==> config.mk <==
export PLATFORM = sky130hd
export DESIGN_NAME = pgt_div
export DESIGN_NICKNAME = d
export VERILOG_FILES = /design/src/sv/pgt_pkg.sv /design/src/sv/pgt_div.sv
export SDC_FILE = /design/constraint.sdc
export NUM_CORES = 1
export LEC_CHECK = 0
export BUFFER_PORTS_ARGS = -buffer_cell sky130_fd_sc_hd__buf_2
export CORE_ASPECT_RATIO = 1.4
export CORE_MARGIN = 1
export CORE_UTILIZATION = 40
export DETAILED_ROUTE_END_ITERATION = 12
export GPL_TIMING_DRIVEN = 0
export PLACE_DENSITY_LB_ADDON = 0.15
export REMOVE_ABC_BUFFERS = 1
export SETUP_SLACK_MARGIN = 0.5
export SLEW_MARGIN = 10
export SYNTH_ARGS = -nofsm -noshare
export SYNTH_HDL_FRONTEND = slang
export SYNTH_SLANG_ARGS = --single-unit
==> constraint.sdc <==
create_clock -name clk_i -period 5.9 [get_ports clk_i]
set_input_delay 0.885 -clock clk_i [delete_from_list [all_inputs] [get_ports clk_i]]
set_output_delay 0.885 -clock clk_i [all_outputs]
set_load 0.02 [all_outputs]
==> src/sv/pgt_pkg.sv <==
`default_nettype none

package pgt_pkg;

  localparam int unsigned Depth = 256;
  localparam int unsigned AddrW = $clog2(Depth);
  localparam int unsigned CntW  = AddrW + 1;
  localparam int unsigned ChW   = 8;
  localparam int unsigned ChanN = 3;
  localparam int unsigned ChSelW = $clog2(ChanN);
  localparam int unsigned ColW  = ChanN * ChW;
  localparam int unsigned StepW = $clog2(ChW + 1);
  localparam logic [ChW-1:0] ChMax = '1;

  typedef enum logic [2:0] {
    ACT_READ     = 3'd0,
    ACT_WRITE    = 3'd1,
    ACT_GRAD     = 3'd2,
    ACT_GRAD_INV = 3'd3,
    ACT_MAX      = 3'd4
  } action_e;

  typedef enum logic [2:0] {
    ST_IDLE,
    ST_READ,
    ST_DIV_START,
    ST_DIV_WAIT,
    ST_FILL,
    ST_MAX,
    ST_DONE
  } state_e;

  typedef struct packed {
    logic             en;
    logic [AddrW-1:0] addr;
    logic [ColW-1:0]  data;
  } mem_wr_t;

  typedef struct packed {
    logic               done;
    logic signed [ChW:0] quo;
    logic [ChW-1:0]     rem;
  } div_res_t;

endpackage

`default_nettype wire

==> src/sv/pgt_div.sv <==
`default_nettype none

// Restoring divider, one quotient bit per cycle, floor semantics on a signed
// numerator so the remainder always lands in [0, den).
module pgt_div (
  input  wire logic                            clk_i,
  input  wire logic                            rst_ni,
  input  wire logic                            start_i,
  input  wire logic signed [pgt_pkg::ChW:0]    num_i,
  input  wire logic [pgt_pkg::ChW-1:0]         den_i,
  output pgt_pkg::div_res_t                    res_o
);

  logic                        busy_q;
  logic [pgt_pkg::StepW-1:0]   step_q;
  logic [pgt_pkg::ChW-1:0]     dv_q;
  logic [pgt_pkg::ChW-1:0]     rem_q;
  logic                        neg_q;
  logic [pgt_pkg::ChW:0]       abs_w;
  logic [pgt_pkg::ChW:0]       trial_w;
  logic [pgt_pkg::ChW:0]       diff_w;
  logic                        ge_w;
  logic [pgt_pkg::ChW:0]       q_ext_w;

  assign abs_w   = num_i[pgt_pkg::ChW] ? (~num_i + 1'b1) : num_i;
  assign trial_w = {rem_q, dv_q[pgt_pkg::ChW-1]};
  assign ge_w    = trial_w >= {1'b0, den_i};
  assign diff_w  = trial_w - {1'b0, den_i};

  always_ff @(posedge clk_i or negedge rst_ni) begin
    if (!rst_ni) begin
      busy_q <= 1'b0;
      step_q <= '0;
    end else if (start_i) begin
      busy_q <= 1'b1;
      step_q <= '0;
    end else if (busy_q) begin
      if (step_q != pgt_pkg::StepW'(pgt_pkg::ChW)) begin
        step_q <= step_q + 1'b1;
      end else begin
        busy_q <= 1'b0;
      end
    end
  end

  always_ff @(posedge clk_i) begin
    if (start_i) begin
      dv_q  <= abs_w[pgt_pkg::ChW-1:0];
      rem_q <= '0;
      neg_q <= num_i[pgt_pkg::ChW];
    end else if (busy_q && step_q != pgt_pkg::StepW'(pgt_pkg::ChW)) begin
      rem_q <= ge_w ? diff_w[pgt_pkg::ChW-1:0] : trial_w[pgt_pkg::ChW-1:0];
      dv_q  <= {dv_q[pgt_pkg::ChW-2:0], ge_w};
    end
  end

  assign q_ext_w = {1'b0, dv_q};

  always_comb begin
    res_o.done = busy_q && (step_q == pgt_pkg::StepW'(pgt_pkg::ChW));
    if (neg_q && rem_q != '0) begin
      // floor(-a/n) = -(Q+1), remainder n - R
      res_o.quo = ~q_ext_w;
      res_o.rem = den_i - rem_q;
    end else if (neg_q) begin
      res_o.quo = ~q_ext_w + 1'b1;
      res_o.rem = '0;
    end else begin
      res_o.quo = q_ext_w;
      res_o.rem = rem_q;
    end
  end

endmodule

`default_nettype wire
==> results of run 1 <==
path summary, 6_finish.rpt:
path | startpoint | endpoint | slack (ns) | cells after the start
max in group asynchronous | rst_ni | step_q[1]$_DFFE_PN0P_ | 5.37 | 1
min in group clk_i | rem_q[5]$_SDFFE_PP0P_ | rem_q[6]$_SDFFE_PP0P_ | 0.54 | 2
worst max register to register | dv_q[7]$_DFFE_PP_ | rem_q[1]$_SDFFE_PP0P_ | 3.70 | 8
worst min register to register | rem_q[5]$_SDFFE_PP0P_ | rem_q[6]$_SDFFE_PP0P_ | 0.54 | 2
worst min-delay path | rst_ni | step_q[3]$_DFFE_PN0P_ | 0.40 | 1
worst max-delay path | den_i[0] | res_o[6] | 2.31 | 11
layout by cell type, fill, tap and decap left out, types with 5 or more instances in the layout:
master / n
a21oi_1: 16
nor2b_1: 5
xor2_1: 7
or3_1: 5
edfxtp_1: 9
nand2_1: 24
o21ai_0: 11
dfxtp_1: 8
dfrtp_1: 5
inv_1: 25
nor2_1: 28
xnor2_1: 14
ha_1: 19
buf_2: 37
o21a_1: 6
nand3_1: 10
final cells by class:
class | instances | area, sq um
clock buffers | 4 | 66.3
fillers | 537 | 2560
inverters | 25 | 93.8
multi-input cells | 205 | 1410
flip-flops and latches | 22 | 556
well taps | 64 | 80.1
repair buffers | 37 | 185
stage by stage:
step / std cells / utilization [%]
2_1_floorplan: 252 / -
4_1_cts: 357 / 48.3
6_report: 357 / 48.3
3_5_place_dp: 353 / 47.0
3_3_place_gp: 353 / 47.0
5_1_grt: 357 / 48.3
routing by layer:
metal | global-route usage (%) | share of wire [%] | wire length (microns) | vias up
met5 | 0 | 0 | 0 | -
met4 | 5.79 | 1.5 | 73 | 0
met3 | 2.99 | 3.2 | 160 | 6
met2 | 38.7 | 53 | 2650 | 33
met1 | 20.1 | 42 | 2100 | 903
li1 | - | - | - | 999
logic make-up (layout without fill, tap and decap cells):
| logic type | count (synthesis) | in the layout |
|---|---|---|
| buffers and inverters | 35 | 66 |
| adder cells (fa/ha/maj) | 21 | 21 |
| AND/OR/NAND/NOR | 92 | 92 |
| flip-flops | 22 | 22 |
| XOR/XNOR | 21 | 21 |
| multiplexers | 3 | 3 |
| AO/OA/AOI/OAI | 68 | 68 |
state kept, by name (all words and copies together) (netlist names):
register / cells
step_q: 4
busy_q: 1
rem_q: 8
neg_q: 1
dv_q: 8
power breakdown:
| group | internal [mW] | switching (mW) | leakage, nW | total (mW) |
|---|---|---|---|---|
| registers | 0.189 | 0.0438 | 0.220 | 0.233 |
| clock network | 0.0738 | 0.0534 | 0.0339 | 0.127 |
| logic | 0.216 | 0.327 | 0.805 | 0.543 |
==> flow_summary.json, run 1 <==
{
  "skew_ns": 0.0102,
  "yosysMostFrequentCell": "nor2_1",
  "synth_ff_type": "edfxtp_1",
  "critical_path_buf_inv_count": 3,
  "end_kind": "primary output",
  "fin_ws_ns": 2.31,
  "synth_warnings": 0,
  "die_area_sq_um": 5550,
  "cts-buffers-inserted": 3,
  "cts_resized": 0,
  "ys_top_cells_by_area": "edfxtp_1 13%, ha_1 11%, dfxtp_1 7.6%",
  "routabilityCongestion": 0.850,
  "synthAdderAreaFrac_pct": 13.2,
  "synth_cells": 262,
  "boundaryPins": 38,
  "synth.distinct_cells": 51,
  "syn_area_per_cell_sq_um": 8.01,
  "cts_setup_buffers": 0,
  "routed-via-count": 1941,
  "crit_family": "compound AO/OA/AOI/OAI gates",
  "drive_gt1_share_pct": 16.0,
  "rsz0062_at_grt": "no",
  "async_reset_ff_share_pct": 22.7,
  "cts_root_buf": "clkbuf_8",
  "die_x_microns": 63.2,
  "peakVddDrop_uv": 153,
  "critPathMostFrequentCell": "buf_2",
  "ys_ff_latch": 22,
  "cts_sinks": 22,
  "start_util_pct": 42.4,
  "vias_per_cell": 5.44,
  "io_buffers": 37,
  "drt_iter0_markers": 63,
  "clockBufferDepth": 2,
  "design_area_sq_um": 2390,
  "netlist_top_cells_count": "28 x nor2_1, 25 x inv_1, 24 x nand2_1",
  "grt_max_degree": 35,
  "rows": 30,
  "total_power_mw": 0.904,
  "fmaxAchievable_ghz": 0.278,
  "tightest_slew_ns": 0.790,
  "postRouteAntennaNets": 0,
  "grt_pass1_vias": 1958,
  "place_area_sq_um": 2330,
  "synth_top_area_cell": "edfxtp_1",
  "grt.total_usage_pct": 19.2,
  "p_per_area_nw_per_um2": 378,
  "synth-edff-count": 9,
  "syn_area_sq_um": 2100,
  "critical_path_class": "in2out",
  "period_needed_ns": 3.59,
  "status": "finished clean",
  "hold_path.class": "in2async",
  "synth.top_cell.area_share_pct": 12.9,
  "synth_top_family_by_area": "compound AO/OA/AOI/OAI gates",
  "period_share_pct": 60.9,
  "cts_tree": "done",
  "dr.pass1.iters": 4,
  "synth_compound_area_share_pct": 23.1,
  "worstPathCellList": "buf_2, inv_1, ha_1, fa_1, nor2b_1, o21ai_1, a21oi_1, o21a_1, o21ai_0, a41o_1, buf_2",
  "pre_cts_ws_ns": 2.33,
  "diodes": 0,
  "ys_seq_area_share_pct": 26.5,
  "antenna_found_initial": 0,
  "htreeDepth": 1,
  "muxShareOfSynthArea_pct": 1.43,
  "grt_overflow": 0,
  "final_nets": 335,
  "whs_ns": 0.403,
  "syn2layout_area_growth_pct": 14.0,
  "yosys.area_share.simple_pct": 20.8,
  "power_leakage_nw": 1.06,
  "fp.dieH_microns": 87.7,
  "max_stage_delay_ns": 0.42,
  "holdBufCountCts": 0,
  "critPathLaunchType": "input pin",
  "worstPathMaxFanout": 2,
  "maxCapViolCount": 0,
  "drv_slew": 0,
  "cp_slowest_cell": "fa_1",
  "dp.final_hpwl_mm": 4.01,
  "routed_wl_mm": 4.99,
  "finalHoldViolCount": 0,
  "tns_ns": 0,
  "clock_latency_ns": 0.27,
  "grt_pass1_wl_mm": 8.43,
  "drc": 0,
  "max_slew_margin_pct": 47.3,
  "cp.arrival_ns": 2.71,
  "worstPathRequired_ns": 5.02,
  "setup_viol": 0,
  "core_area_sq_um": 4950,
  "synthXorXnorAreaFrac_pct": 8.76,
  "clkTransAtPathRegs_ns": 0.09,
  "wl_per_cell_microns": 14.0
}
No activity file was read; power rests on OpenSTA's default activity.
==> run 2: changes to the inputs <==
clock period = 3.6 ns   (was 5.9 ns; I/O delays follow)
==> flow_summary.json, run 2 (synthesized netlist as in run 1, its figures left out) <==
{
  "drive_gt1_share_pct": 17.4,
  "cts_tree": "done",
  "setup_viol": 0,
  "fp.dieH_microns": 87.7,
  "routabilityCongestion": 0.850,
  "finalHoldViolCount": 0,
  "critical_path_class": "reg2out",
  "skew_ns": 0.00956,
  "grt_overflow": 0,
  "top_regs": "dv_q: 8 flops, rem_q: 8 flops, step_q: 4 flops",
  "die_area_sq_um": 5550,
  "final_nets": 335,
  "period_needed_ns": 2.98,
  "max_slew_margin_pct": 47.3,
  "drt_iter0_markers": 86,
  "grt_max_degree": 35,
  "htreeDepth": 1,
  "syn2layout_area_growth_pct": 14.5,
  "power_frac_comb_pct": 60.2,
  "max_stage_delay_ns": 0.40,
  "cts_root_buf": "clkbuf_8",
  "grt_pass1_wl_mm": 8.43,
  "critical_path_buf_inv_count": 2,
  "cts_sinks": 22,
  "whs_ns": 0.0591,
  "core_area_sq_um": 4950,
  "cts-buffers-inserted": 3,
  "p_per_area_nw_per_um2": 621,
  "status": "finished clean",
  "end_kind": "primary output",
  "antenna_found_initial": 0,
  "die_x_microns": 63.2,
  "grt.total_usage_pct": 19.2,
  "clock_latency_ns": 0.27,
  "internal_power_mw": 0.792,
  "utilization_pct": 48.5,
  "hold_path.class": "in2async",
  "seq_power_share_pct": 25.9,
  "worstPathRequired_ns": 3.06,
  "boundaryPins": 38,
  "worstPathMaxFanout": 5,
  "grt_pass1_vias": 1958,
  "routed_wl_mm": 4.99,
  "peakVddDrop_uv": 252,
  "power_leakage_nw": 1.06,
  "start_util_pct": 42.4,
  "clkTransAtPathRegs_ns": 0.09,
  "clockPowerShare_pct": 13.9,
  "final-instance-count-excl-fill": 357,
  "period_share_pct": 82.7,
  "rows": 30,
  "pre_cts_ws_ns": 0.716,
  "fin_ws_ns": 0.622,
  "dp.final_hpwl_mm": 4.01,
  "placed_cells": 353,
  "diodes": 0,
  "switchingPower_mw": 0.701,
  "critPathLaunchType": "register",
  "drc": 0,
  "fmaxAchievable_ghz": 0.336,
  "mostFrequentLayoutCell": "buf_2",
  "dr.pass1.iters": 4,
  "clockBufferDepth": 2,
  "io_buffers": 37,
  "routed-via-count": 1957,
  "cp_slowest_cell": "dfxtp_2",
  "switching_share_pct": 46.9,
  "wl_per_cell_microns": 14.0,
  "worstPathCellList": "inv_1, ha_1, nor2b_1, o31a_1, o211ai_1, nand2_1, o311ai_0, o31ai_1, buf_2",
  "final_cell_mix": "37 x buf_2, 28 x nor2_1, 25 x inv_1, 23 x nand2_1, 19 x ha_1",
  "regArea_sq_um": 558,
  "tightest_slew_ns": 0.791,
  "vias_per_cell": 5.48,
  "crit_family": "compound AO/OA/AOI/OAI gates",
  "tns_ns": 0,
  "fill_cells": 533,
  "rsz0062_at_grt": "yes",
  "cp.arrival_ns": 2.44,
  "multi_input_area_sq_um": 1420,
  "maxCapViolCount": 0,
  "postRouteAntennaNets": 0,
  "drv_slew": 0
}
run 2: cell type report:
| type | instances | share of cell area [%] |
|---|---|---|
| multi-input cells | 205 | 59.1 |
| flip-flops and latches | 22 | 23.2 |
| repair buffers | 37 | 7.70 |
| inverters | 25 | 3.90 |
| well taps | 64 | 3.33 |
| clock buffers | 4 | 2.76 |
run 2: timing repair:
| item | in CTS | in global routing |
|---|---|---|
| hold buffers | 0 | 0 |
| setup endpoints to repair | 0 | 5 |
| setup buffers | 0 | 0 |
| gates resized for setup | 0 | 4 |
run 2: through the flow:
stage	power, mW	instance area (sq um)
6_report	1.49	2400
5_1_grt	1.62	2400
4_1_cts	1.49	2390
3_5_place_dp	1.28	2330
3_3_place_gp	1.27	2330
2_1_floorplan	1.03	2060
run 2: power by group through the flow:
stage / Clock [mW] / Combinational [mW] / Sequential [mW]
floorplan: 0 / 0.669 / 0.361
global placement: 0 / 0.882 / 0.388
detailed placement: 0 / 0.889 / 0.388
CTS: 0.215 / 0.894 / 0.382
global route: 0.223 / 1.00 / 0.395
finish: 0.208 / 0.899 / 0.386
run 2: path summary, 6_finish.rpt:
check / end / start / slack, ns / cells after the start
min reg2reg: rem_q[4]$_SDFFE_PP0P_ / rem_q[4]$_SDFFE_PP0P_ / 0.55 / 2
max in group asynchronous: step_q[1]$_DFFE_PN0P_ / rst_ni / 3.41 / 1
min in group clk_i: rem_q[4]$_SDFFE_PP0P_ / rem_q[4]$_SDFFE_PP0P_ / 0.55 / 2
max reg2reg: rem_q[1]$_SDFFE_PP0P_ / dv_q[7]$_DFFE_PP_ / 1.40 / 8
min: step_q[3]$_DFFE_PN0P_ / rst_ni / 0.06 / 1
max: res_o[7] / rem_q[1]$_SDFFE_PP0P_ / 0.62 / 9
run 2: per-layer routing:
metal | global-route usage [%] | vias to the layer above | wire length (microns)
li1 | - | 1001 | -
met1 | 20.1 | 902 | 2080
met2 | 38.7 | 46 | 2640
met3 | 2.99 | 8 | 188
met4 | 5.79 | 0 | 83
met5 | 0 | - | 0
==> run 3: changes to the inputs <==
clock period = 2.45 ns   (was 3.6 ns; I/O delays follow)
==> flow_summary.json, run 3 (synthesized netlist as in run 1, its figures left out) <==
{
  "postRouteAntennaNets": 0,
  "fin_ws_ns": -0.180,
  "rows": 30,
  "tightest_slew_ns": 0.869,
  "worstPathRequired_ns": 2.08,
  "antenna_found_initial": 0,
  "drv_slew": 0,
  "grt_pass1_wl_mm": 9.62,
  "dp.final_hpwl_mm": 4.01,
  "routed_wl_mm": 5.94,
  "grt_max_degree": 35,
  "fmaxAchievable_ghz": 0.380,
  "start_util_pct": 42.4,
  "diodes": 0,
  "die_x_microns": 63.2,
  "cts-buffers-inserted": 3,
  "switching_share_pct": 43.9,
  "hold_path.class": "in2reg",
  "vias_per_cell": 5.62,
  "total_power_mw": 2.95,
  "seq_power_share_pct": 19.4,
  "boundaryPins": 38,
  "htreeDepth": 1,
  "violations": "setup timing",
  "die_area_sq_um": 5550,
  "io_buffers": 37,
  "worstPathMaxFanout": 4,
  "core_area_sq_um": 4950,
  "status": "finished with violations",
  "tns_ns": -1.15,
  "mostFrequentLayoutCell": "buf_2",
  "drive_gt1_share_pct": 35.3,
  "fp.dieH_microns": 87.7,
  "cts_root_buf": "clkbuf_8",
  "cts_sinks": 22,
  "clockPowerShare_pct": 10.6,
  "internal_power_mw": 1.66,
  "max_slew_margin_pct": 42.1,
  "rsz0062_at_grt": "yes",
  "whs_ns": 0.395,
  "setup_viol": 11,
  "routabilityCongestion": 0.850,
  "drt_iter0_markers": 81,
  "clkTransAtPathRegs_ns": 0.09,
  "cts_tree": "done",
  "final_cell_mix": "27 x buf_2, 26 x nor2_1, 25 x buf_4, 23 x inv_1, 21 x nand2_1",
  "end_kind": "primary output",
  "power_frac_comb_pct": 70.0,
  "period_share_pct": 107,
  "p_per_area_nw_per_um2": 1010,
  "maxCapViolCount": 0,
  "dr.pass1.iters": 5,
  "grt_pass1_vias": 2185,
  "finalHoldViolCount": 0,
  "clockBufferDepth": 2,
  "top_regs": "dv_q: 8 flops, rem_q: 8 flops, step_q: 4 flops",
  "final_nets": 362,
  "skew_ns": 0.0125,
  "switchingPower_mw": 1.29,
  "power_leakage_nw": 1.29,
  "syn2layout_area_growth_pct": 39.5,
  "peakVddDrop_uv": 393,
  "period_needed_ns": 2.63,
  "critical_path_class": "reg2out",
  "cp.arrival_ns": 2.26,
  "grt_overflow": 0,
  "drc": 0,
  "critPathLaunchType": "register",
  "clock_latency_ns": 0.28,
  "grt.total_usage_pct": 22.1,
  "wl_per_cell_microns": 15.5,
  "routed-via-count": 2157
}
## run 3: cell count changes in the layout (fill, tap and decap cells not counted), moves of 3 or more
cell,change
buf_4,+25
buf_2,-10
buf_6,+10
dfxtp_4,+4
ha_1,-4
ha_4,+4
o21ai_0,-4
nor2b_1,-3
o21ai_1,+3
## run 3: worst paths after layout
kind	start	to	slack, ns	cells past startpoint
max	rem_q[1]$_SDFFE_PP0P_	res_o[15]	-0.18	8
min	num_i[8]	neg_q$_DFFE_PP_	0.39	1
max reg2reg	rem_q[1]$_SDFFE_PP0P_	rem_q[1]$_SDFFE_PP0P_	0.14	9
min reg2reg	step_q[3]$_DFFE_PN0P_	step_q[3]$_DFFE_PN0P_	0.56	2
max in group asynchronous	rst_ni	step_q[1]$_DFFE_PN0P_	1.90	2
min in group asynchronous	rst_ni	step_q[3]$_DFFE_PN0P_	0.42	2
## run 3: layout make-up
class                           count  area (sq um)
Clock buffer                        4          66.3
Fill cell                         464          2030
Inverter                           25          96.3
Multi-Input combinational cell    205          1650
Sequential cell                    22           571
Tap cell                           64          80.1
Timing Repair Buffer               64           460
## run 3: critical path, stage by stage (launching register included)
cell	delay, ns
dfxtp_4	0.37
buf_4	0.14
buf_8	0.13
nor4_4	0.31
nand2_2	0.13
or4_4	0.44
o21ai_1	0.16
xnor2_1	0.14
buf_4	0.16
## run 3: power by group through the flow
| stage | clock (mW) | combinational (mW) | sequential (mW) |
|---|---|---|---|
| 3_3_place_gp | 0 | 1.30 | 0.570 |
| 3_5_place_dp | 0 | 1.31 | 0.570 |
| 6_report | 0.311 | 2.06 | 0.573 |
| 2_1_floorplan | 0 | 0.983 | 0.530 |
| 4_1_cts | 0.316 | 1.91 | 0.570 |
| 5_1_grt | 0.326 | 2.22 | 0.584 |
## run 3: routing by layer
layer	track usage [%]	part of all wire (%)	vias to the layer above
li1	-	-	1060
met1	21.9	37	1016
met2	45.1	55	60
met3	3.52	4.3	21
met4	8.47	3.3	0
met5	0	0	-
## run 3: stage by stage
step | cells | setup WS (ns) | utilization (%) | instance area (sq um)
after global placement | 353 | -0.123 | 47.0 | 2330
after global routing | 384 | -0.285 | 59.1 | 2930
after floorplan | 252 | -0.0723 | - | 2060
final | 384 | -0.180 | 59.1 | 2930
after detailed placement | 353 | -0.122 | 47.0 | 2330
after CTS | 379 | -0.218 | 56.5 | 2800
## run 3: repair_timing
item | 4_1_cts | 5_1_grt
setup buffers | 21 | 5
endpoints found under the hold margin | 5 | 0
pin swaps | 27 | 12
setup endpoints to repair | 25 | 34
gates resized for setup | 56 | 25
hold buffers | 1 | 0
